## src/rtl/led_cfm_pkg.sv

```systemverilog
package led_cfm_pkg;

    // stream widths
    localparam int unsigned IN_W   = 48;
    localparam int unsigned USER_W = 9;
    localparam int unsigned OUT_W  = 24;

    // color mode codes
    localparam logic [7:0] MODE_WHITE = 8'd0;
    localparam logic [7:0] MODE_TEMP  = 8'd1;
    localparam logic [7:0] MODE_HSL   = 8'd2;
    localparam logic [7:0] MODE_GRAY  = 8'd3;

    // levels and percent limits
    localparam logic [7:0] MAX_LEVEL = 8'd255;
    localparam logic [6:0] PCT_MAX   = 7'd100;
    localparam logic [6:0] LIT_HALF  = 7'd50;

    // hue circle points in degrees
    localparam logic [8:0] HUE_FULL       = 9'd360;
    localparam logic [8:0] HUE_SIXTH      = 9'd60;
    localparam logic [8:0] HUE_THIRD      = 9'd120;
    localparam logic [8:0] HUE_HALF       = 9'd180;
    localparam logic [8:0] HUE_TWO_THIRDS = 9'd240;

    // reciprocal multipliers for division by constants
    localparam logic [15:0] HUE_RECIP          = 16'd46603;    // floor(2^24 / 360)
    localparam logic [25:0] PCT_Q16_RECIP      = 26'd42949673; // ceil(2^32 / 100)
    localparam logic [17:0] PCT_255_RECIP      = 18'd167117;   // ceil(2^16 * 2.55)
    localparam logic [14:0] DIV15_RECIP_WIDE   = 15'd17477;    // ceil(2^18 / 15)
    localparam logic [10:0] DIV15_RECIP_NARROW = 11'd1093;     // ceil(2^14 / 15)

    // rounding bias of the temperature blend
    localparam logic signed [18:0] TEMP_ROUND = 19'sd128;

    // temperature stops, index 0 red, 1 green, 2 blue
    localparam logic [2:0][7:0] STOP_WARM = {8'd68,  8'd158, 8'd255};
    localparam logic [2:0][7:0] STOP_NEUT = {8'd255, 8'd255, 8'd255};
    localparam logic [2:0][7:0] STOP_COOL = {8'd255, 8'd201, 8'd163};

    typedef enum logic [3:0] {
        S_IDLE,
        S_HUE,
        S_MOD,
        S_PQD,
        S_DQ,
        S_DR,
        S_LANE_A,
        S_LANE_B,
        S_FINISH
    } t_state;

    // part of the hue circle a channel position falls in
    typedef enum logic [1:0] {
        SEG_RISE,
        SEG_HIGH,
        SEG_FALL,
        SEG_LOW
    } t_seg;

    typedef struct packed {
        logic cap_in;
        logic en_hue;
        logic en_mod;
        logic en_pqd;
        logic en_dq;
        logic en_dr;
        logic en_lane_a;
        logic en_lane_b;
        logic load_out;
    } t_dp_cmd;

    typedef struct packed {
        logic in_hsl;
    } t_dp_sts;

    // x / 255 for x below 65280
    function automatic logic [7:0] div255(input logic [15:0] x);
        logic [16:0] s;
        s = {1'b0, x} + 17'd1 + {9'd0, x[15:8]};
        return s[15:8];
    endfunction

endpackage

```

## src/rtl/led_cfm_ctrl.sv

```systemverilog
module led_cfm_ctrl import led_cfm_pkg::*; (
    input  logic    i_clk,
    input  logic    i_rst_n,
    input  logic    i_s_tvalid,
    output logic    o_s_tready,
    output logic    o_m_tvalid,
    input  logic    i_m_tready,
    input  t_dp_sts i_sts,
    output t_dp_cmd o_cmd
);

    t_state r_state, n_state;
    logic   r_out_valid, n_out_valid;

    // state and output valid registers
    always_ff @(posedge i_clk) begin
        if (!i_rst_n) begin
            r_state     <= S_IDLE;
            r_out_valid <= 1'b0;
        end else begin
            r_state     <= n_state;
            r_out_valid <= n_out_valid;
        end
    end

    // next state and datapath commands
    always_comb begin
        n_state    = r_state;
        o_cmd      = '0;
        o_s_tready = 1'b0;
        unique case (r_state)
            S_IDLE: begin
                o_s_tready = 1'b1;
                if (i_s_tvalid) begin
                    o_cmd.cap_in = 1'b1;
                    n_state      = i_sts.in_hsl ? S_HUE : S_FINISH;
                end
            end
            S_HUE: begin
                o_cmd.en_hue = 1'b1;
                n_state      = S_MOD;
            end
            S_MOD: begin
                o_cmd.en_mod = 1'b1;
                n_state      = S_PQD;
            end
            S_PQD: begin
                o_cmd.en_pqd = 1'b1;
                n_state      = S_DQ;
            end
            S_DQ: begin
                o_cmd.en_dq = 1'b1;
                n_state     = S_DR;
            end
            S_DR: begin
                o_cmd.en_dr = 1'b1;
                n_state     = S_LANE_A;
            end
            S_LANE_A: begin
                o_cmd.en_lane_a = 1'b1;
                n_state         = S_LANE_B;
            end
            S_LANE_B: begin
                o_cmd.en_lane_b = 1'b1;
                n_state         = S_FINISH;
            end
            S_FINISH: begin
                // output register free or being drained this cycle
                if (!r_out_valid || i_m_tready) begin
                    o_cmd.load_out = 1'b1;
                    n_state        = S_IDLE;
                end
            end
            default: n_state = S_IDLE;
        endcase
        n_out_valid = o_cmd.load_out | (r_out_valid & ~i_m_tready);
    end

    assign o_m_tvalid = r_out_valid;

endmodule

```

## src/rtl/led_cfm_dp.sv

```systemverilog
module led_cfm_dp import led_cfm_pkg::*; (
    input  logic              i_clk,
    input  logic              i_rst_n,
    input  logic [IN_W-1:0]   i_s_tdata,
    input  logic [USER_W-1:0] i_s_tuser,
    input  t_dp_cmd           i_cmd,
    output t_dp_sts           o_sts,
    output logic [OUT_W-1:0]  o_rgb
);

    // captured item
    logic       r_light;
    logic [7:0] r_mode;
    logic [15:0] r_hue;
    logic [6:0] r_sat, r_lit;
    logic [7:0] r_gray_lvl, r_white;
    logic [6:0] in_sat, in_lit;

    assign in_sat = i_s_tdata[22:16];
    assign in_lit = i_s_tdata[29:23];

    assign o_sts.in_hsl = i_s_tuser[0] && (i_s_tuser[8:1] == MODE_HSL);

    always_ff @(posedge i_clk) begin
        if (i_cmd.cap_in) begin
            r_light    <= i_s_tuser[0];
            r_mode     <= i_s_tuser[8:1];
            r_hue      <= i_s_tdata[15:0];
            r_sat      <= (in_sat > PCT_MAX) ? PCT_MAX : in_sat;
            r_lit      <= (in_lit > PCT_MAX) ? PCT_MAX : in_lit;
            r_gray_lvl <= i_s_tdata[37:30];
            r_white    <= i_s_tdata[45:38];
        end
    end

    // hue quotient estimate, q16 saturation and lightness, gray for zero saturation
    logic [31:0] hue_prod;
    logic [32:0] sf_prod, lf_prod;
    logic [24:0] gray_prod;
    logic [7:0]  r_hue_quo, r_hsl_gray;
    logic [16:0] r_sf, r_lf;

    assign hue_prod  = r_hue * HUE_RECIP;
    assign sf_prod   = r_sat * PCT_Q16_RECIP;
    assign lf_prod   = r_lit * PCT_Q16_RECIP;
    assign gray_prod = r_lit * PCT_255_RECIP;

    always_ff @(posedge i_clk) begin
        if (i_cmd.en_hue) begin
            r_hue_quo  <= hue_prod[31:24];
            r_sf       <= sf_prod[32:16];
            r_lf       <= lf_prod[32:16];
            r_hsl_gray <= gray_prod[23:16];
        end
    end

    // hue remainder with one correction step, and the l*s product
    logic [16:0] quo_x360, hue_rem;
    logic [9:0]  rem_lo, h_fix;
    logic [33:0] ls_prod;
    logic [8:0]  r_h;
    logic [16:0] r_ls;

    assign quo_x360 = {1'b0, r_hue_quo, 8'd0} + {3'd0, r_hue_quo, 6'd0}
                    + {4'd0, r_hue_quo, 5'd0} + {6'd0, r_hue_quo, 3'd0};
    assign hue_rem  = {1'b0, r_hue} - quo_x360;
    assign rem_lo   = hue_rem[9:0];
    assign h_fix    = (rem_lo >= {1'b0, HUE_FULL}) ? rem_lo - {1'b0, HUE_FULL} : rem_lo;
    assign ls_prod  = r_lf * r_sf;

    always_ff @(posedge i_clk) begin
        if (i_cmd.en_mod) begin
            r_h  <= h_fix[8:0];
            r_ls <= ls_prod[32:16];
        end
    end

    // q, p, d and the three channel positions on the hue circle
    logic [17:0] q_sum, two_lf, p_val, d_val;
    logic [9:0]  h_third, h_two, pos_red, pos_blue;
    logic [16:0] r_p, r_q, r_d;
    logic [8:0]  r_pos [3];

    assign q_sum    = (r_lit < LIT_HALF) ? {1'b0, r_lf} + {1'b0, r_ls}
                                         : {1'b0, r_lf} + {1'b0, r_sf} - {1'b0, r_ls};
    assign two_lf   = {r_lf, 1'b0};
    assign p_val    = (two_lf >= q_sum) ? two_lf - q_sum : '0;
    assign d_val    = (q_sum >= p_val) ? q_sum - p_val : '0;
    assign h_third  = {1'b0, r_h} + {1'b0, HUE_THIRD};
    assign h_two    = {1'b0, r_h} + {1'b0, HUE_TWO_THIRDS};
    assign pos_red  = (h_third >= {1'b0, HUE_FULL}) ? h_third - {1'b0, HUE_FULL} : h_third;
    assign pos_blue = (h_two >= {1'b0, HUE_FULL}) ? h_two - {1'b0, HUE_FULL} : h_two;

    always_ff @(posedge i_clk) begin
        if (i_cmd.en_pqd) begin
            r_q      <= q_sum[16:0];
            r_p      <= p_val[16:0];
            r_d      <= d_val[16:0];
            r_pos[0] <= pos_red[8:0];
            r_pos[1] <= r_h;
            r_pos[2] <= pos_blue[8:0];
        end
    end

    // d split as 60*dq + dr so the per-channel products stay narrow
    logic [29:0] dq_prod;
    logic [16:0] dq_x60, dr_full;
    logic [10:0] r_dq;
    logic [5:0]  r_dr;

    assign dq_prod = r_d[16:2] * DIV15_RECIP_WIDE;
    assign dq_x60  = {r_dq, 6'd0} - {4'd0, r_dq, 2'd0};
    assign dr_full = r_d - dq_x60;

    always_ff @(posedge i_clk) begin
        if (i_cmd.en_dq) begin
            r_dq <= dq_prod[28:18];
        end
        if (i_cmd.en_dr) begin
            r_dr <= dr_full[5:0];
        end
    end

    // one lane per channel
    logic [16:0] r_m1 [3];
    logic [11:0] r_m2 [3];
    t_seg        r_seg [3];
    logic [7:0]  r_chan [3];

    for (genvar k = 0; k < 3; k++) begin : g_lane
        logic [8:0]  pos, fall;
        t_seg        seg;
        logic [5:0]  w;
        logic [16:0] m1;
        logic [11:0] m2;
        logic [20:0] div_prod;
        logic [5:0]  frac_lo;
        logic [16:0] ramp, v;
        logic [24:0] scaled;
        logic [8:0]  c;

        assign pos  = r_pos[k];
        assign fall = HUE_TWO_THIRDS - pos;

        // segment and distance into the ramp
        always_comb begin
            if (pos < HUE_SIXTH) begin
                seg = SEG_RISE;
                w   = pos[5:0];
            end else if (pos < HUE_HALF) begin
                seg = SEG_HIGH;
                w   = '0;
            end else if (pos < HUE_TWO_THIRDS) begin
                seg = SEG_FALL;
                w   = fall[5:0];
            end else begin
                seg = SEG_LOW;
                w   = '0;
            end
        end

        assign m1 = r_dq * w;
        assign m2 = r_dr * w;

        always_ff @(posedge i_clk) begin
            if (i_cmd.en_lane_a) begin
                r_m1[k]  <= m1;
                r_m2[k]  <= m2;
                r_seg[k] <= seg;
            end
        end

        // ramp value, then scale q16 to 8 bits
        assign div_prod = r_m2[k][11:2] * DIV15_RECIP_NARROW;
        assign frac_lo  = div_prod[19:14];
        assign ramp     = r_p + r_m1[k] + {11'd0, frac_lo};

        always_comb begin
            case (r_seg[k])
                SEG_HIGH: v = r_q;
                SEG_LOW:  v = r_p;
                default:  v = ramp;
            endcase
        end

        assign scaled = {v, 8'd0} - {8'd0, v};
        assign c      = scaled[24:16];

        always_ff @(posedge i_clk) begin
            if (i_cmd.en_lane_b) begin
                r_chan[k] <= (c > {1'b0, MAX_LEVEL}) ? MAX_LEVEL : c[7:0];
            end
        end
    end

    // color temperature blend, one lane per channel
    logic [6:0]     tw_x;
    logic [7:0]     tw_f;
    logic [OUT_W-1:0] temp_rgb;

    assign tw_x = r_white[6:0];
    assign tw_f = (tw_x == 7'h7f) ? MAX_LEVEL : {tw_x, 1'b0};

    for (genvar k = 0; k < 3; k++) begin : g_temp
        logic [7:0]         from_lvl, to_lvl, quo;
        logic signed [9:0]  diff;
        logic signed [18:0] num;
        logic               neg;
        logic [18:0]        mag;
        logic signed [10:0] from_s, quo_s, res;

        assign from_lvl = r_white[7] ? STOP_NEUT[k] : STOP_WARM[k];
        assign to_lvl   = r_white[7] ? STOP_COOL[k] : STOP_NEUT[k];
        assign diff     = $signed({2'b00, to_lvl}) - $signed({2'b00, from_lvl});
        assign num      = diff * $signed({1'b0, tw_f}) + TEMP_ROUND;
        assign neg      = num[18];
        assign mag      = neg ? $unsigned(-num) : $unsigned(num);
        assign quo      = div255(mag[15:0]);
        assign from_s   = $signed({3'b000, from_lvl});
        assign quo_s    = $signed({3'b000, quo});
        assign res      = neg ? from_s - quo_s : from_s + quo_s;

        always_comb begin
            if (res[10]) begin
                temp_rgb[k*8 +: 8] = '0;
            end else if (res[9:8] != 2'b00) begin
                temp_rgb[k*8 +: 8] = MAX_LEVEL;
            end else begin
                temp_rgb[k*8 +: 8] = res[7:0];
            end
        end
    end

    // result select and held color
    logic [OUT_W-1:0] r_held, r_out, hsl_rgb, res_rgb;

    assign hsl_rgb = (r_sat == 7'd0) ? {3{r_hsl_gray}} : {r_chan[2], r_chan[1], r_chan[0]};

    always_comb begin
        if (!r_light) begin
            res_rgb = '0;
        end else begin
            unique case (r_mode)
                MODE_WHITE: res_rgb = {3{MAX_LEVEL}};
                MODE_TEMP:  res_rgb = temp_rgb;
                MODE_HSL:   res_rgb = hsl_rgb;
                MODE_GRAY:  res_rgb = {3{r_gray_lvl}};
                default:    res_rgb = r_held;
            endcase
        end
    end

    always_ff @(posedge i_clk) begin
        if (!i_rst_n) begin
            r_held <= '0;
        end else if (i_cmd.load_out && r_light) begin
            r_held <= res_rgb;
        end
    end

    always_ff @(posedge i_clk) begin
        if (i_cmd.load_out) begin
            r_out <= res_rgb;
        end
    end

    assign o_rgb = r_out;

endmodule

```

## src/rtl/led_color_from_mode_core.sv

```systemverilog
// led strip color from one light command
// input channel: i_s_tvalid/o_s_tready, one command per item; tuser carries
// light_on and color_mode, tdata carries hue, saturation, lightness,
// gray_level and white_level. output channel: o_m_tvalid/i_m_tready, one
// rgb item per command.
// a light-off, white, temperature, gray or hold command goes from the idle
// state to the finish state, which loads the output register; an hsl command
// first steps through the hue, mod, pqd, dq, dr, lane_a and lane_b states,
// which follow the chain of dependent multiplies in the hsl datapath (hue
// modulo, l*s product, d/60 split, channel ramp products, q16 to 8 bit
// scaling). one command is worked on at a time, taken only in the idle state.
// the finished result sits in an output register, so the next command is
// accepted while the receiver stalls; a second result then waits in the
// datapath until the output register is taken.
// reset clears the controller and the held color (black); modes other than
// 0 to 3 with light on repeat the held color.
module led_color_from_mode_core import led_cfm_pkg::*; (
    input  logic              i_clk,
    input  logic              i_rst_n,
    input  logic              i_s_tvalid,
    output logic              o_s_tready,
    input  logic [IN_W-1:0]   i_s_tdata,   // hue[15:0] saturation[22:16] lightness[29:23]
                                           // gray_level[37:30] white_level[45:38] zero[47:46]
    input  logic [USER_W-1:0] i_s_tuser,   // light_on[0] color_mode[8:1]
    output logic              o_m_tvalid,
    input  logic              i_m_tready,
    output logic [OUT_W-1:0]  o_m_tdata    // out_red[7:0] out_green[15:8] out_blue[23:16]
);

    t_dp_cmd dp_cmd;
    t_dp_sts dp_sts;

    led_cfm_ctrl u_ctrl (
        .i_clk      (i_clk),
        .i_rst_n    (i_rst_n),
        .i_s_tvalid (i_s_tvalid),
        .o_s_tready (o_s_tready),
        .o_m_tvalid (o_m_tvalid),
        .i_m_tready (i_m_tready),
        .i_sts      (dp_sts),
        .o_cmd      (dp_cmd)
    );

    led_cfm_dp u_dp (
        .i_clk     (i_clk),
        .i_rst_n   (i_rst_n),
        .i_s_tdata (i_s_tdata),
        .i_s_tuser (i_s_tuser),
        .i_cmd     (dp_cmd),
        .o_sts     (dp_sts),
        .o_rgb     (o_m_tdata)
    );

endmodule

```

## config.mk

```make
export PLATFORM = sky130hd
export DESIGN_NAME = led_color_from_mode_core
export DESIGN_NICKNAME = d
export VERILOG_FILES = /design/src/rtl/led_cfm_pkg.sv /design/src/rtl/led_cfm_ctrl.sv /design/src/rtl/led_cfm_dp.sv /design/src/rtl/led_color_from_mode_core.sv
export SDC_FILE = /design/constraint.sdc
export NUM_CORES = 2
export LEC_CHECK = 0
export ABC_AREA = 1
export BUFFER_PORTS_ARGS = -buffer_cell sky130_fd_sc_hd__buf_2
export CELL_PAD_IN_SITES_DETAIL_PLACEMENT = 0
export CELL_PAD_IN_SITES_GLOBAL_PLACEMENT = 1
export CORE_MARGIN = 2
export CORE_UTILIZATION = 55
export CTS_CLUSTER_DIAMETER = 200
export DETAILED_ROUTE_END_ITERATION = 12
export GPL_ROUTABILITY_DRIVEN = 0
export PLACE_DENSITY = 0.95
export SLEW_MARGIN = 20
export SYNTH_ARGS = -nofsm -noshare
export SYNTH_HDL_FRONTEND = slang
export SYNTH_SLANG_ARGS = --single-unit
export TNS_END_PERCENT = 10
```

## constraint.sdc

```tcl
create_clock -name i_clk -period 16.8 [get_ports i_clk]
set_input_delay 0.84 -clock i_clk [delete_from_list [all_inputs] [get_ports i_clk]]
set_output_delay 0.84 -clock i_clk [all_outputs]
set_load 0.005 [all_outputs]
```

==> summary.txt <==
Met2 Wirelength: 70.4 mm
Starting Density: 0.554
Largest net degree at the start of global routing: 80
Top sig layer: met5
Ys Warns: 0
Final setup viols: 0
Async SR Flop Fraction: 0
Rel. slew slack: 0.218
CP endpoint kind: flop
First-pass GRT wire length: 247 mm
H-tree Lvls: 2
Mean Syn Cell Area: 8.41 µm²
Reg2reg setup slack: 6.51 ns
Area share of the largest cell type after synthesis: 0.224
Setup TNS: 0 ns
Fin crit share: 0.613
Setup CP Type: flop to flop
Layout Nets: 9414
Required time worst endpoint: 17.16 ns
Status: finished, final reports clean
Iter 0 DRT Violations: 2924
Chip Width: 343 µm
GRT Resource Usage Total: 0.259
RR Startpoint: u_dp.r_m2[0][5]$_DFFE_PN_
CP dominant cell by count: nand2_1
Row count: 124
Sequential element share of the synthesized area: 0.177
Total CTS buffers: 50
Clk sinks: 383
# placed instances: 9003
Via count: 48800
Final wirelength: 149 mm
Crit path DAT: 10.66 ns
Initial antenna violation count: 3
Critical R2R Capture: u_dp.r_chan[0][2]$_SDFFCE_PN1N_
Prevailing post-synth register cell: edfxtp_1
Layout cell share with drive strength beyond 1: 0.0460
Root buffer cell: clkbuf_16
Yosys reg bits: 383
Hold Path Depth: 1
Skew final: 0.0312 ns
Hold worst-path end: u_dp.r_white[6]$_DFFE_PP_
Synth area leader: ha_1
Number of top-level pins: 87
Cell Area, Synth: 63200 µm²
GRT overflow: 0
Slowest CP cell: o21ai_0
Final Hold Fails: 0
Worst vdd ir: 0.206 mV
Met3 WL post-DR: 8.88 mm
WL met1: 63.9 mm
Post-Syn Instances: 7517
Worst-margin pin slew: 1.17 ns
CP max FO: 7
Maximum clock frequency: 0.0971 GHz
Clock Tree Buf Depth: 3
Startpoint types: flop
Leakage power: 36.4 nW
Port buffer count: 84
Final min period: 10.29 ns
Min-delay worst type: input port to flop
Hold path start: i_s_tdata[44]
Remaining DRCs: 0
RSZ-0062 raised after global routing: false
Antenna-violating nets left: 0
Max stage delay on crit path: 0.67 ns
Vias in the first global route: 49700
Die ar.: 118000 µm²
FF-to-FF path depth: 55
Area delta synth->final: 5.98%
CTS tree: yes
DP Wirelength: 121 mm
Final Instance Count excl. Fillers: 9097
Clock-pin slew on the worst setup and hold paths: 0.06 ns
Post-synth cell types: 69
Antenna cells: 0
Vias per inst: 5.36
Most instantiated cells after synthesis: 1742 x inv_1, 1336 x nand2_1, 1133 x ha_1, 677 x fa_1, 456 x nor2_1
Die Y: 343 µm
Post-CTS Hold Fix Bufs: 0
Most frequent cell after synthesis: inv_1
First drt pass iteration count: 8
Post-CTS sizing: 0
Post-CTS setup buffer count: 0
WL per Instance: 16.3 µm
Post-synth EDFFs: 354
Worst-Skew Late Latency: 0.66 ns
PwrDens: 122 nW/µm²
Slew Viols, Final: 0
CORE AREA: 114000 µm²
Top post-synthesis cells by area: ha_1 22%, fa_1 21%, edfxtp_1 17%, inv_1 10%, nand2_1 7.9%
Max Cap Viol: 0
worst max-delay path by stage:
| stage | start | end | slack, ns | depth (start not counted) |
|---|---|---|---|---|
| floorplan | u_dp.r_lf[2]$_DFFE_PP_ | u_dp.r_d[10]$_SDFFCE_PN0P_ | 8.13 | 53 |
| finish | u_dp.r_m2[0][5]$_DFFE_PN_ | u_dp.r_chan[0][2]$_SDFFCE_PN1N_ | 6.51 | 55 |
| detailed placement | u_dp.r_white[4]$_DFFE_PP_ | u_dp.r_held[11]$_SDFFE_PN0P_ | 6.47 | 49 |
| global route | u_dp.r_white[4]$_DFFE_PP_ | u_dp.r_held[11]$_SDFFE_PN0P_ | 5.53 | 49 |
| CTS | u_dp.r_white[4]$_DFFE_PP_ | u_dp.r_held[11]$_SDFFE_PN0P_ | 6.44 | 49 |
| global placement | u_dp.r_white[4]$_DFFE_PP_ | u_dp.r_held[10]$_SDFFE_PN0P_ | 6.59 | 49 |
cells by family (layout without fill, tap and decap cells):
group / Yosys count / in the layout / share of synthesized area
and+or+nand+nor: 2243 / 2243 / 0.147
buffers and inverters: 1922 / 1986 / 0.115
adders and majority gates: 1810 / 1810 / 0.438
AOI/OAI and AO/OA: 820 / 820 / 0.0749
DFF: 383 / 383 / 0.177
xor gates and xnor gates: 337 / 337 / 0.0469
other: 2 / 6 / 0.000119
registers in the layout, summed over array words and instances (netlist names), 8 cells and up:
signal / count
u_dp.r_held: 24
u_dp.r_dq: 11
u_dp.r_p: 17
u_dp.o_rgb: 24
u_dp.r_lf: 17
u_dp.r_q: 17
u_dp.r_sf: 17
u_dp.r_ls: 17
u_dp.r_white: 8
u_dp.r_pos: 21
u_dp.r_mode: 8
u_dp.r_d: 17
u_dp.r_m1: 51
u_dp.r_chan: 24
u_dp.r_hsl_gray: 8
u_dp.r_hue: 16
u_dp.r_gray_lvl: 8
u_dp.r_h: 9
u_dp.r_m2: 30
report_power, final:
group          internal (mW)  leakage [nW]  switching (mW)  total (mW)
clock network          0.626         0.815           0.492        1.12
registers               1.13          3.47          0.0209        1.15
logic                   2.08          32.1            3.80        5.88
layout by cell type, fill, tap and decap left out, drive strengths merged, types with 34 or more instances in the layout:
| cell type | n |
|---|---|
| a21oi | 417 |
| buf | 125 |
| clkbuf | 54 |
| edfxtp | 354 |
| fa | 677 |
| ha | 1133 |
| inv | 1771 |
| nand2 | 1367 |
| nand3 | 236 |
| nand4 | 47 |
| nor2 | 473 |
| nor3 | 35 |
| o21ai | 181 |
| o21bai | 34 |
| o221ai | 49 |
| or2 | 36 |
| xnor2 | 113 |
| xor2 | 224 |
stage by stage:
| stage | setup slack (ns) | cell area (µm²) | hold slack (ns) | power (mW) | utilization |
|---|---|---|---|---|---|
| after floorplan | 8.13 | 63300 | 0.400 | 5.76 | - |
| after global placement | 6.59 | 65300 | 0.424 | 6.87 | 0.572 |
| after detailed placement | 6.47 | 65300 | 0.434 | 6.99 | 0.572 |
| after CTS | 6.44 | 67000 | 0.310 | 8.17 | 0.587 |
| after global routing | 5.53 | 67000 | 0.340 | 9.08 | 0.587 |
| final | 6.51 | 67000 | 0.354 | 8.15 | 0.587 |
layout make-up:
class / instances / area [µm²]
fillers: 10000 / 47200
multi-input cells: 5216 / 44900
flip-flops and latches: 383 / 11200
inverters: 1767 / 6630
well taps: 1512 / 1890
clock buffers: 54 / 1270
repair buffers: 125 / 728
clock inverters: 40 / 428
metal layers:
metal	vias up	global-route usage
li1	23700	-
met1	23400	0.339
met2	1326	0.441
met3	338	0.0353
met4	6	0.0899
met5	-	0
worst max-delay path: cells and delay by family (launching register included):
kind,cells,cell delay [ns]
AOI/OAI and AO/OA,17,3.15
adders and majority gates,9,2.68
and+or+nand+nor,21,2.42
xor gates and xnor gates,2,0.89
DFF,1,0.45
buffers and inverters,6,0.42
(Power assumes the default switching activity.)
